File: src/rtl/assert_macros.svh
// assertion macros used by the top level rtl file
`ifndef ASSERT_MACROS_SVH
`define ASSERT_MACROS_SVH

`ifndef SYNTH
// expression must hold at every clock edge out of reset
`define ASSERT_ALWAYS(label, clk, rst_n, expr) \
    label: assert property (@(posedge clk) disable iff (!rst_n) (expr)) \
        else $error("assertion failed");
// consequent must hold in the cycle after the antecedent
`define ASSERT_NEXT(label, clk, rst_n, ante, cons) \
    label: assert property (@(posedge clk) disable iff (!rst_n) (ante) |=> (cons)) \
        else $error("assertion failed");
`else
`define ASSERT_ALWAYS(label, clk, rst_n, expr)
`define ASSERT_NEXT(label, clk, rst_n, ante, cons)
`endif

`endif

File: src/rtl/itrs_pkg.sv
// types, constants and helpers for the integer to radix string converter
`default_nettype none

package itrs_pkg;

    localparam int MAX_DIGITS    = 32;
    localparam int MAX_BASE      = 16;
    localparam int DATA_W        = 32;
    localparam int DIGIT_W       = 4;
    localparam int BASE_W        = 5;
    localparam int CHAR_W        = 8;
    localparam int SYM_W         = 64;
    localparam int CFG_IDX_W     = 2;
    localparam int ADDR_W        = $clog2(MAX_DIGITS);
    localparam int CNT_W         = $clog2(MAX_DIGITS + 1);
    localparam int BITS_PER_STEP = 4;
    localparam int DIV_STEPS     = DATA_W / BITS_PER_STEP;
    localparam int STEP_W        = $clog2(DIV_STEPS);

    localparam logic [CHAR_W-1:0] MINUS_CHAR = 8'h2D;

    localparam logic [BASE_W-1:0] BASE_RESET   = 5'd10;
    localparam logic [SYM_W-1:0]  SYM_LO_RESET = 64'd3978425819141910832;
    localparam logic [SYM_W-1:0]  SYM_HI_RESET = 64'd7378413942531504440;

    localparam logic [CFG_IDX_W-1:0] REG_BASE_SIZE    = 2'd0;
    localparam logic [CFG_IDX_W-1:0] REG_SYMBOLS_LOW  = 2'd1;
    localparam logic [CFG_IDX_W-1:0] REG_SYMBOLS_HIGH = 2'd2;

    typedef enum logic [2:0] {
        S_IDLE,
        S_DIV,
        S_SIGN,
        S_RD,
        S_LOAD
    } t_state;

    typedef struct packed {
        logic load;
        logic div_step;
        logic ld_sign;
        logic rd_digit;
        logic ld_digit;
    } t_cmd;

    typedef struct packed {
        logic digit_done;
        logic more;
        logic neg;
        logic out_free;
        logic last_digit;
    } t_status;

    function automatic logic [CHAR_W-1:0] symbol_for(
        input logic [DIGIT_W-1:0] digit,
        input logic [SYM_W-1:0]   lo,
        input logic [SYM_W-1:0]   hi
    );
        logic [SYM_W-1:0] word;
        word = digit[DIGIT_W-1] ? hi : lo;
        return word[digit[DIGIT_W-2:0] * CHAR_W +: CHAR_W];
    endfunction

endpackage

`default_nettype wire

File: src/rtl/itrs_ram.sv
// generic single write port ram with registered read
`default_nettype none

module itrs_ram #(
    parameter int WIDTH = 8,
    parameter int DEPTH = 32
) (
    input  wire logic                     i_clk,
    input  wire logic                     i_we,
    input  wire logic [$clog2(DEPTH)-1:0] i_waddr,
    input  wire logic [WIDTH-1:0]         i_wdata,
    input  wire logic                     i_re,
    input  wire logic [$clog2(DEPTH)-1:0] i_raddr,
    output logic      [WIDTH-1:0]         o_rdata
);

    logic [WIDTH-1:0] r_mem [DEPTH];
    logic [WIDTH-1:0] r_rdata;

    always_ff @(posedge i_clk) begin
        if (i_we) begin
            r_mem[i_waddr] <= i_wdata;
        end
        if (i_re) begin
            r_rdata <= r_mem[i_raddr];
        end
    end

    assign o_rdata = r_rdata;

endmodule

`default_nettype wire

File: src/rtl/itrs_ctrl.sv
// controller state machine for the radix string converter
`default_nettype none

module itrs_ctrl (
    input  wire logic             i_clk,
    input  wire logic             i_rst_n,
    input  wire logic             i_in_valid,
    input  wire itrs_pkg::t_status i_status,
    output logic                  o_in_stall,
    output itrs_pkg::t_cmd        o_cmd
);

    itrs_pkg::t_state r_state;
    itrs_pkg::t_state n_state;

    always_ff @(posedge i_clk) begin
        if (!i_rst_n) begin
            r_state <= itrs_pkg::S_IDLE;
        end else begin
            r_state <= n_state;
        end
    end

    always_comb begin
        n_state = r_state;
        case (r_state)
            itrs_pkg::S_IDLE: begin
                if (i_in_valid) n_state = itrs_pkg::S_DIV;
            end
            itrs_pkg::S_DIV: begin
                if (i_status.digit_done && !i_status.more) begin
                    n_state = i_status.neg ? itrs_pkg::S_SIGN : itrs_pkg::S_RD;
                end
            end
            itrs_pkg::S_SIGN: begin
                if (i_status.out_free) n_state = itrs_pkg::S_RD;
            end
            itrs_pkg::S_RD: begin
                n_state = itrs_pkg::S_LOAD;
            end
            itrs_pkg::S_LOAD: begin
                if (i_status.out_free) begin
                    n_state = i_status.last_digit ? itrs_pkg::S_IDLE : itrs_pkg::S_RD;
                end
            end
            default: n_state = itrs_pkg::S_IDLE;
        endcase
    end

    always_comb begin
        o_cmd      = '0;
        o_in_stall = 1'b1;
        case (r_state)
            itrs_pkg::S_IDLE: begin
                o_in_stall = 1'b0;
                o_cmd.load = i_in_valid;
            end
            itrs_pkg::S_DIV:  o_cmd.div_step = 1'b1;
            itrs_pkg::S_SIGN: o_cmd.ld_sign  = i_status.out_free;
            itrs_pkg::S_RD:   o_cmd.rd_digit = 1'b1;
            itrs_pkg::S_LOAD: o_cmd.ld_digit = i_status.out_free;
            default: o_in_stall = 1'b1;
        endcase
    end

endmodule

`default_nettype wire

File: src/rtl/itrs_datapath.sv
// datapath: config registers, digit divider, digit store and output register
`default_nettype none

module itrs_datapath (
    input  wire logic                            i_clk,
    input  wire logic                            i_rst_n,
    input  wire logic                            i_cfg_valid,
    input  wire logic [itrs_pkg::CFG_IDX_W-1:0]  i_cfg_index,
    input  wire logic [itrs_pkg::SYM_W-1:0]      i_cfg_data,
    input  wire logic signed [itrs_pkg::DATA_W-1:0] i_value,
    input  wire logic                            i_out_stall,
    input  wire itrs_pkg::t_cmd                  i_cmd,
    output itrs_pkg::t_status                    o_status,
    output logic                                 o_out_valid,
    output logic [itrs_pkg::CHAR_W-1:0]          o_out_char,
    output logic                                 o_last
);

    logic [itrs_pkg::BASE_W-1:0]  r_base_size;
    logic [itrs_pkg::SYM_W-1:0]   r_sym_lo;
    logic [itrs_pkg::SYM_W-1:0]   r_sym_hi;
    logic [itrs_pkg::DATA_W-1:0]  r_a;
    logic [itrs_pkg::DIGIT_W-1:0] r_rem;
    logic [itrs_pkg::STEP_W-1:0]  r_step;
    logic [itrs_pkg::CNT_W-1:0]   r_count;
    logic                         r_neg;
    logic                         r_out_valid;
    logic [itrs_pkg::CHAR_W-1:0]  r_out_char;
    logic                         r_out_last;

    logic [itrs_pkg::BASE_W-1:0]  eff_base;
    logic [itrs_pkg::DATA_W-1:0]  div_a;
    logic [itrs_pkg::DIGIT_W-1:0] div_rem;
    logic [itrs_pkg::BASE_W-1:0]  div_sh;
    logic                         digit_done;
    logic                         ram_we;
    logic [itrs_pkg::ADDR_W-1:0]  ram_raddr;
    logic [itrs_pkg::DIGIT_W-1:0] ram_rdata;
    logic [itrs_pkg::DATA_W-1:0]  in_mag;

    always_comb begin
        if (r_base_size < itrs_pkg::BASE_W'(2)) begin
            eff_base = itrs_pkg::BASE_W'(2);
        end else if (r_base_size > itrs_pkg::BASE_W'(itrs_pkg::MAX_BASE)) begin
            eff_base = itrs_pkg::BASE_W'(itrs_pkg::MAX_BASE);
        end else begin
            eff_base = r_base_size;
        end
    end

    // restoring division, BITS_PER_STEP quotient bits at a time, remainder stays below base
    always_comb begin
        div_a   = r_a;
        div_rem = r_rem;
        div_sh  = '0;
        for (int i = 0; i < itrs_pkg::BITS_PER_STEP; i++) begin
            div_sh = {div_rem, div_a[itrs_pkg::DATA_W-1]};
            div_a  = {div_a[itrs_pkg::DATA_W-2:0], 1'b0};
            if (div_sh >= eff_base) begin
                div_sh   = div_sh - eff_base;
                div_a[0] = 1'b1;
            end
            div_rem = div_sh[itrs_pkg::DIGIT_W-1:0];
        end
    end

    assign in_mag     = i_value[itrs_pkg::DATA_W-1] ?
                        (itrs_pkg::DATA_W'(0) - $unsigned(i_value)) : $unsigned(i_value);
    assign digit_done = (r_step == itrs_pkg::STEP_W'(itrs_pkg::DIV_STEPS - 1));
    assign ram_we     = i_cmd.div_step && digit_done;
    assign ram_raddr  = itrs_pkg::ADDR_W'(r_count - itrs_pkg::CNT_W'(1));

    always_ff @(posedge i_clk) begin
        if (!i_rst_n) begin
            r_base_size <= itrs_pkg::BASE_RESET;
            r_sym_lo    <= itrs_pkg::SYM_LO_RESET;
            r_sym_hi    <= itrs_pkg::SYM_HI_RESET;
        end else if (i_cfg_valid) begin
            case (i_cfg_index)
                itrs_pkg::REG_BASE_SIZE:    r_base_size <= i_cfg_data[itrs_pkg::BASE_W-1:0];
                itrs_pkg::REG_SYMBOLS_LOW:  r_sym_lo    <= i_cfg_data;
                itrs_pkg::REG_SYMBOLS_HIGH: r_sym_hi    <= i_cfg_data;
                default: ;
            endcase
        end
    end

    always_ff @(posedge i_clk) begin
        if (!i_rst_n) begin
            r_a         <= '0;
            r_rem       <= '0;
            r_step      <= '0;
            r_count     <= '0;
            r_neg       <= 1'b0;
            r_out_valid <= 1'b0;
        end else begin
            if (i_cmd.load) begin
                r_a     <= in_mag;
                r_neg   <= i_value[itrs_pkg::DATA_W-1];
                r_rem   <= '0;
                r_step  <= '0;
                r_count <= '0;
            end else if (i_cmd.div_step) begin
                r_a    <= div_a;
                r_step <= r_step + itrs_pkg::STEP_W'(1);
                if (digit_done) begin
                    r_rem   <= '0;
                    r_count <= r_count + itrs_pkg::CNT_W'(1);
                end else begin
                    r_rem <= div_rem;
                end
            end else if (i_cmd.ld_digit) begin
                r_count <= r_count - itrs_pkg::CNT_W'(1);
            end

            if (i_cmd.ld_sign || i_cmd.ld_digit) begin
                r_out_valid <= 1'b1;
            end else if (!i_out_stall) begin
                r_out_valid <= 1'b0;
            end
        end
    end

    always_ff @(posedge i_clk) begin
        if (i_cmd.ld_sign) begin
            r_out_char <= itrs_pkg::MINUS_CHAR;
            r_out_last <= 1'b0;
        end else if (i_cmd.ld_digit) begin
            r_out_char <= itrs_pkg::symbol_for(ram_rdata, r_sym_lo, r_sym_hi);
            r_out_last <= (r_count == itrs_pkg::CNT_W'(1));
        end
    end

    itrs_ram #(
        .WIDTH (itrs_pkg::DIGIT_W),
        .DEPTH (itrs_pkg::MAX_DIGITS)
    ) u_digit_store (
        .i_clk   (i_clk),
        .i_we    (ram_we),
        .i_waddr (r_count[itrs_pkg::ADDR_W-1:0]),
        .i_wdata (div_rem),
        .i_re    (i_cmd.rd_digit),
        .i_raddr (ram_raddr),
        .o_rdata (ram_rdata)
    );

    assign o_status.digit_done = digit_done;
    assign o_status.more       = (div_a != '0) &&
                                 (r_count != itrs_pkg::CNT_W'(itrs_pkg::MAX_DIGITS - 1));
    assign o_status.neg        = r_neg;
    assign o_status.out_free   = !r_out_valid || !i_out_stall;
    assign o_status.last_digit = (r_count == itrs_pkg::CNT_W'(1));

    assign o_out_valid = r_out_valid;
    assign o_out_char  = r_out_char;
    assign o_last      = r_out_last;

endmodule

`default_nettype wire

File: src/rtl/integer_to_radix_string.sv
// top level of the integer to radix string converter
`default_nettype none
`include "assert_macros.svh"

// Converts one signed 32-bit value per item into its text in base 2..16
// (base_size clamped into that range), one output item per character: a
// leading '-' for negative values, then the digit symbols most significant
// first, with o_last high on the final character. The divider retires 4
// quotient bits per cycle against the base, one digit after another; each
// digit is then emitted by a digit store read, then an output load; the
// output load, like the load of a sign, waits while the output is stalled.
// A new item is taken once the last character has been loaded into the
// output register. Configuration writes are always ready and must only be
// made while the block is idle.
module integer_to_radix_string (
    input  wire logic                               i_clk,
    input  wire logic                               i_rst_n,
    input  wire logic                               i_in_valid,
    output logic                                    o_in_stall,
    input  wire logic signed [itrs_pkg::DATA_W-1:0] i_value,
    output logic                                    o_out_valid,
    input  wire logic                               i_out_stall,
    output logic [itrs_pkg::CHAR_W-1:0]             o_out_char,
    output logic                                    o_last,
    input  wire logic                               i_cfg_valid,
    output logic                                    o_cfg_ready,
    input  wire logic [itrs_pkg::CFG_IDX_W-1:0]     i_cfg_index,
    input  wire logic [itrs_pkg::SYM_W-1:0]         i_cfg_data
);

    itrs_pkg::t_cmd    cmd;
    itrs_pkg::t_status status;

    assign o_cfg_ready = 1'b1;

    itrs_ctrl u_ctrl (
        .i_clk      (i_clk),
        .i_rst_n    (i_rst_n),
        .i_in_valid (i_in_valid),
        .i_status   (status),
        .o_in_stall (o_in_stall),
        .o_cmd      (cmd)
    );

    itrs_datapath u_datapath (
        .i_clk       (i_clk),
        .i_rst_n     (i_rst_n),
        .i_cfg_valid (i_cfg_valid && o_cfg_ready),
        .i_cfg_index (i_cfg_index),
        .i_cfg_data  (i_cfg_data),
        .i_value     (i_value),
        .i_out_stall (i_out_stall),
        .i_cmd       (cmd),
        .o_status    (status),
        .o_out_valid (o_out_valid),
        .o_out_char  (o_out_char),
        .o_last      (o_last)
    );

    // an accepted item keeps the input stalled while it is converted
    `ASSERT_NEXT(a_busy_after_accept, i_clk, i_rst_n, i_in_valid && !o_in_stall, o_in_stall)
    // a character is never loaded over one still waiting to be taken
    `ASSERT_ALWAYS(a_no_overwrite, i_clk, i_rst_n,
        !(cmd.ld_sign || cmd.ld_digit) || status.out_free)
    // the divider stops once the final digit is stored
    `ASSERT_NEXT(a_div_stops, i_clk, i_rst_n,
        cmd.div_step && status.digit_done && !status.more, !cmd.div_step)

endmodule

`default_nettype wire

File: config.mk
export PLATFORM = sky130hd
export DESIGN_NAME = integer_to_radix_string
export DESIGN_NICKNAME = d
export VERILOG_FILES = /design/src/rtl/itrs_pkg.sv /design/src/rtl/itrs_ram.sv /design/src/rtl/itrs_ctrl.sv /design/src/rtl/itrs_datapath.sv /design/src/rtl/integer_to_radix_string.sv
export VERILOG_INCLUDE_DIRS = /design/src /design/src/rtl
export SDC_FILE = /design/constraint.sdc
export NUM_CORES = 1
export LEC_CHECK = 0
export BUFFER_PORTS_ARGS = -buffer_cell sky130_fd_sc_hd__buf_4
export CORE_MARGIN = 1
export CORE_UTILIZATION = 50
export DETAILED_ROUTE_END_ITERATION = 8
export GPL_TIMING_DRIVEN = 0
export MAX_ROUTING_LAYER = met4
export PLACE_DENSITY = 0.75
export RECOVER_POWER = 25
export SLEW_MARGIN = 15
export SYNTH_ARGS = -nofsm -noshare
export SYNTH_HDL_FRONTEND = slang
export SYNTH_HIERARCHICAL = 1
export SYNTH_SLANG_ARGS = --single-unit
File: constraint.sdc
create_clock -name i_clk -period 10.6 [get_ports i_clk]
set_clock_uncertainty 0.05 [all_clocks]
set_input_delay 0.53 -clock i_clk [delete_from_list [all_inputs] [get_ports i_clk]]
set_output_delay 0.53 -clock i_clk [all_outputs]
set_load 0.02 [all_outputs]
==> qor.yml, run 1 <==
place:
  dpl_cell_area_sq_mm: 0.0165
  post-place-ws_ps: 2470
  gp_congestion: 0.944
  dp_hpwl_mm: 28.1
  placement.io_buffers: 112
synth:
  synth_compound_area_share_pct: 8.30
  yosysTopAreaCell: "edfxtp_1"
  synthCells: 1375
  syn_area_sq_mm: 0.0151
  synth_top_family_by_area: "simple AND/OR/NAND/NOR gates"
  synth_ff_type: "dfxtp_1"
  ys_seq_area_share_pct: 51.7
  yosys-top-cells-area: "edfxtp_1 (26%), dfxtp_1 (25%), mux4_2 (12%)"
  synth_fa_ha_area_share_pct: 2.69
  synth_cell_types: 67
  synth_edf_count: 132
  synth_mux_area_share_pct: 15.5
  synth_top_area_share_pct: 26.3
  syn_avg_cell_area_sq_um: 11.0
  synth-simple-area-share_pct: 15.9
  syn_nets: 1508
  synthTopCellsByCount: "nand2_1 (289), dfxtp_1 (192), edfxtp_1 (132)"
  synth_seq_cells: 324
  yosys_warnings: 6
  async_flop_share_pct: 0
  synth.most_common_cell: "nand2_1"
  synth_xor_area_share_pct: 2.49
power_and_ir_drop:
  irDropWorstVdd_v: 0.000161
  pwr_density_cell_mw_per_mm2: 191
  power.leakage_nw: 6.59
drt:
  via_per_inst: 5.89
  ant_nets: 0
  routed_wl_mm: 39.1
  via_count: 11453
  drc: 0
  firstDrtPassIters: 6
  routedWlPerCell_um: 20.1
  drt_iter0_drc: 991
clock_tree:
  cts.sinks: 324
  tritoncts: "built"
  cts_hold_buf: 0
  post-cts-setup-buffer-count: 0
  clk_latency_ps: 500
  clk_path_buf_depth: 3
  cts-resized-gates: 0
  cts_inserted_buffers: 34
  clock-root-buffer: "clkbuf_16"
  clk_pin_slew_ps: 60
  htreeDepth: 2
die:
  die_area_sq_mm: 0.0309
  start_util_pct: 50.9
  die_h_um: 176
  core_area_sq_mm: 0.0296
  top_level_ports: 115
  die_w_um: 176
  rows: 63
timing:
  hold_violations: 0
  final.setup.tns_ps: 0
  grt_setup_unrepaired: "no"
  maxSlewHeadroom_pct: 38.2
  period_minus_slack_ps: 8230
  fin_crit_sh_pct: 77.6
  report.final.slew_viol_count: 0
  setup_viol: 0
  setup_slack_ps: 2370
  max_freq_mhz: 122
  worst_pin_slew_ps: 921
grt:
  grt_pass1_wl_mm: 60.7
  antenna_found_initial: 5
  grt_max_degree: 33
  grt_usage_pct: 26.2
  overflow: 0
  first_global_vias: 11232
cells_and_area:
  drive_gt1_share_pct: 18.8
  fill_cells: 2440
  area_growth_pct: 16.3
  fin_area_sq_mm: 0.0176
  nets: 1659
setup_path:
  critPathMaxFanout: 20
  end_kind: "flip-flop"
  cp_slowest_stage_delay_ps: 710
  arrival_ps: 8510
  worstSetupPathType: "reg2reg"
  start_kind: "flip-flop"
  slowest_stage: "o21ai_1"
  cp.required_ps: 10880
job:
  cap_violations: 0
hold_path:
  min_path_type: "in2reg"
outcome:
  status: "complete, no violations"
[cells in the final DEF (no fill, tap or decap), drive strengths merged, types with 5 or more instances in the layout]
cell type / count
a21o: 10
mux4: 80
nand2: 289
diode: 5
nor4: 10
a31oi: 6
o41ai: 5
nand4: 5
nor2b: 15
nand3b: 8
nor2: 81
dfxtp: 192
xnor2: 14
nor3: 8
edfxtp: 132
a21oi: 99
nand3: 62
o21ai: 28
buf: 132
or3: 6
a211oi: 15
mux2i: 34
xor2: 29
inv: 22
mux2: 17
clkinv: 8
ha: 26
o31ai: 11
and2: 5
clkbuf: 126
o22ai: 13
nand2b: 14
[final timing paths]
check | from | end | slack, ps | depth (start not counted)
min reg2reg | u_datapath/r_sym_lo[41]$_SDFFE_PN0P_ | u_datapath/r_sym_lo[41]$_SDFFE_PN0P_ | 400 | 2
min | i_cfg_data[57] | u_datapath/r_sym_lo[57]$_SDFFE_PN1P_ | 200 | 3
max | u_datapath/r_base_size[3]$_SDFFE_PN1P_ | u_datapath/u_digit_store/r_mem[22][2]$_DFFE_PP_ | 2370 | 26
max reg2reg | u_datapath/r_base_size[3]$_SDFFE_PN1P_ | u_datapath/u_digit_store/r_mem[22][2]$_DFFE_PP_ | 2370 | 26
[through the flow]
step           utilization [%]  hold slack [ps]  power (mW)  instances
5_1_grt                   59.2              193        3.48       1944
3_5_place_dp              55.7              397        2.22       1880
4_1_cts                   59.4              181        3.37       1939
2_1_floorplan                -              383        1.93       1375
3_3_place_gp              55.4              389        2.13       1877
6_report                  59.2              195        3.36       1944
[sequential cells by signal (all words and copies together) (netlist names)]
signal / flops
u_ctrl/r_state: 3
u_datapath/o_last: 1
u_datapath/o_out_char: 8
u_datapath/o_out_valid: 1
u_datapath/r_a: 32
u_datapath/r_base_size: 5
u_datapath/r_count: 6
u_datapath/r_neg: 1
u_datapath/r_rem: 4
u_datapath/r_step: 3
u_datapath/r_sym_hi: 64
u_datapath/r_sym_lo: 64
u_datapath/u_digit_store/o_rdata: 4
u_datapath/u_digit_store/r_mem: 128
[area by class of cell]
class	count	area (sq um)	area share, %
diodes	5	12.5	0.0713
plain buffers	96	430	2.45
clock buffers	47	965	5.49
clock inverters	12	120	0.684
inverters	20	75.1	0.428
multi-input cells	935	6810	38.8
flip-flops and latches	324	7810	44.5
well taps	390	488	2.78
repair buffers	115	853	4.86
[routing by layer]
layer  routed length, um  track usage, %
met1               16100            34.0
met4                1060            8.30
met5                   0               -
met3                3410            5.02
met2               18500            41.6
[critical path: cells and delay by family, from the launching register on]
family,cells,cell delay [ps]
AOI/OAI and AO/OA,14,3760
adders and majority gates,4,1330
buffers and inverters,2,820
DFF,1,390
muxes,2,900
and+or+nand+nor,4,780
[cells by family after synthesis]
| group | Yosys count |
|---|---|
| and+or+nand+nor | 527 |
| DFF | 324 |
| AOI/OAI and AO/OA | 203 |
| adders and majority gates | 30 |
| buffers and inverters | 116 |
| other | 1 |
| xor gates and xnor gates | 43 |
| muxes | 131 |
[power breakdown]
group | total [mW] | switching (mW) | internal (mW) | leakage [nW]
Sequential | 1.55 | 0.0241 | 1.53 | 2.77
Clock | 1.16 | 0.476 | 0.687 | 0.539
Combinational | 0.645 | 0.421 | 0.224 | 3.28
(Power assumes the default switching activity.)
==> run 2, diff against run 1 <==
- ABC_AREA: unset -> 1
- clock period: 10.6 -> 8 ns (I/O delays scaled with it)
==> qor.yml, run 2 <==
timing:
  setup_viol: 0
  max_freq_mhz: 144
  setup_slack_ps: 1070
  report.final.slew_viol_count: 0
  fin_crit_sh_pct: 86.6
  worst_pin_slew_ps: 809
  maxSlewHeadroom_pct: 45.9
  holdWs_ps: 62.0
  period_minus_slack_ps: 6930
  grt_setup_unrepaired: "no"
  hold_violations: 0
synth:
  syn_area_sq_mm: 0.0158
  synth_top_family_by_area: "simple AND/OR/NAND/NOR gates"
  synthTopCellsByCount: "nand2_1 (467), nor2_1 (244), nand3_1 (219)"
  synth_fa_ha_area_share_pct: 2.57
  synth_edf_count: 132
  ys_seq_area_share_pct: 49.4
  synth_xor_area_share_pct: 0.832
  synth-simple-area-share_pct: 26.7
  yosys-top-cells-area: "edfxtp_1 (25%), dfxtp_1 (24%), nand2_1 (11%)"
  syn_nets: 2145
  async_flop_share_pct: 0
  synth_top_area_share_pct: 25.1
  synth.most_common_cell: "nand2_1"
  synth_ff_type: "dfxtp_1"
  synth_mux_area_share_pct: 0
  synth_cell_types: 50
  synthCells: 2012
  yosys_warnings: 6
  synth_compound_area_share_pct: 12.9
  yosysTopAreaCell: "edfxtp_1"
  synth_seq_cells: 324
  syn_avg_cell_area_sq_um: 7.85
drt:
  routed_wl_mm: 47.3
  drc: 0
  firstDrtPassIters: 5
  via_count: 14772
  drt_iter0_drc: 1661
  ant_nets: 0
  routedWlPerCell_um: 18.3
  via_per_inst: 5.72
power_and_ir_drop:
  irDropWorstVdd_v: 0.000615
  power.internal_mw: 4.12
  p_clk_share_pct: 23.8
  pwr_density_cell_mw_per_mm2: 363
  switching_share_pct: 37.8
  power.leakage_nw: 7.67
  sequentialPowerShare_pct: 40.4
  p_sw_mw: 2.50
  pwr-share-comb_pct: 35.8
setup_path:
  reg2reg_to: "u_datapath/u_digit_store/r_mem[1][1]$_DFFE_PP_"
  critPathMaxFanout: 32
  slowest_stage: "o21a_2"
  reg2reg_from: "u_datapath/r_base_size[4]$_SDFFE_PN0P_"
  start_kind: "flip-flop"
  rrSetupSlack_ps: 1070
  cp_common_cell: "nand2_1"
  end_kind: "flip-flop"
  cp_slowest_stage_delay_ps: 570
  arrival_ps: 7080
  setup.worst_path.start: "u_datapath/r_base_size[4]$_SDFFE_PN0P_"
  rr_worst_depth: 31
  crit_family: "simple AND/OR/NAND/NOR gates"
  worstSetupPathType: "reg2reg"
  critPathBufInv: 3
  cp.required_ps: 8150
hold_path:
  holdPathEnd: "u_datapath/r_sym_hi[48]$_SDFFE_PN1P_"
  holdCritStartpoint: "i_cfg_data[48]"
  holdPathStages: 3
  min_path_type: "in2reg"
outcome:
  status: "complete, no violations"
cells_and_area:
  nets: 2296
  reg_top3: "u_datapath/u_digit_store/r_mem: 128 flops, u_datapath/r_sym_hi: 64 flops, u_datapath/r_sym_lo: 64 flops"
  most-common-layout-cells: "nand2_1 (466), nor2_1 (245), nand3_1 (219), dfxtp_1 (192), o21ai_0 (185)"
  seqCellArea_sq_mm: 0.00781
  fill_cells: 2763
  final_common_cell: "nand2_1"
  fin_area_sq_mm: 0.0182
  diodes: 0
  top_register: "u_datapath/u_digit_store/r_mem"
  instances_no_fill: 2584
  area_growth_pct: 15.5
  largest_reg_flops: 128
  multi_input_area_sq_mm: 0.00680
  final_util_pct: 59.2
  drive_gt1_share_pct: 10.9
place:
  post-place-ws_ps: 607
  placement.io_buffers: 113
  dp.cells: 2523
  dp_hpwl_mm: 33.0
  gp_congestion: 0.954
  dpl_cell_area_sq_mm: 0.0172
grt:
  first_global_vias: 13983
  antenna_found_initial: 0
  grt_usage_pct: 29.9
  grt_pass1_wl_mm: 74.7
  overflow: 0
  grt_max_degree: 34
clock_tree:
  htreeDepth: 2
  cts_inserted_buffers: 34
  clk_path_buf_depth: 3
  cts-resized-gates: 0
  tritoncts: "built"
  clk_pin_slew_ps: 60
  cts_hold_buf: 0
  clk_latency_ps: 510
  cts.sinks: 324
  post-cts-setup-buffer-count: 0
  clock-root-buffer: "clkbuf_16"
die:
  start_util_pct: 51.2
  core_area_sq_mm: 0.0308
  die_area_sq_mm: 0.0323
  top_level_ports: 115
  die_h_um: 180
  die_w_um: 180
  rows: 64
job:
  cap_violations: 0
run 2: cell count changes after synthesis, sizes merged, moves of 80 or more:
cell   before  now
nor2       81  255
mux4       80    0
o21ai      28  190
inv        20  167
nand3      62  223
nand2     289  473
run 2: tightest hold or removal path, cell delays in order:
cell and delay, ps:
buf_4 80, nand2_1 40, nand3_1 60
run 2: kinds of logic (layout without fill, tap and decap cells):
group,count (synthesis),after routing
compound gates,370,370
fa+ha+maj,30,30
xor+xnor,15,15
simple gates,994,994
buf+inv,278,454
flops,324,324
other cells,1,1
run 2: power groups by stage:
stage	combinational, mW	clock [mW]	sequential (mW)
floorplan	1.41	0	2.70
global placement	2.64	0	2.79
detailed placement	2.30	0	2.66
CTS	2.75	1.59	2.70
global route	2.61	1.66	2.68
finish	2.37	1.58	2.67
run 2: worst max-delay path by stage:
stage                                                                 to  slack (ps)  cells after the start
final                     u_datapath/u_digit_store/r_mem[1][1]$_DFFE_PP_        1070                     31
after global routing                      u_ctrl/r_state[1]$_SDFFE_PN0P_         490                     40
after CTS                 u_datapath/u_digit_store/r_mem[1][1]$_DFFE_PP_         570                     30
after detailed placement  u_datapath/u_digit_store/r_mem[3][1]$_DFFE_PP_         610                     30
after global placement    u_datapath/u_digit_store/r_mem[2][0]$_DFFE_PP_        -620                     29
after floorplan           u_datapath/u_digit_store/r_mem[0][0]$_DFFE_PP_        1770                     29
run 2: metrics by stage:
step | setup TNS, ps | power [mW]
after floorplan | 0 | 4.12
after global placement | -20270 | 5.43
after detailed placement | 0 | 4.96
after CTS | 0 | 7.04
after global routing | 0 | 6.95
final | 0 | 6.62
run 2: cell type report:
type	instances	share of cell area [%]
Sequential cell	324	42.8
Timing Repair Buffer	115	4.53
Clock inverter	9	0.583
Multi-Input combinational cell	1410	37.3
Tap cell	396	2.72
Inverter	169	3.49
Buffer	109	3.08
Clock buffer	52	5.53
run 2: layer usage:
| layer | wire [um] | share of wire, % | global-route usage [%] |
|---|---|---|---|
| met1 | 19800 | 42 | 39.0 |
| met2 | 21400 | 45 | 46.9 |
| met3 | 4140 | 8.8 | 4.01 |
| met4 | 1940 | 4.1 | 12.5 |
| met5 | 0 | 0 | - |
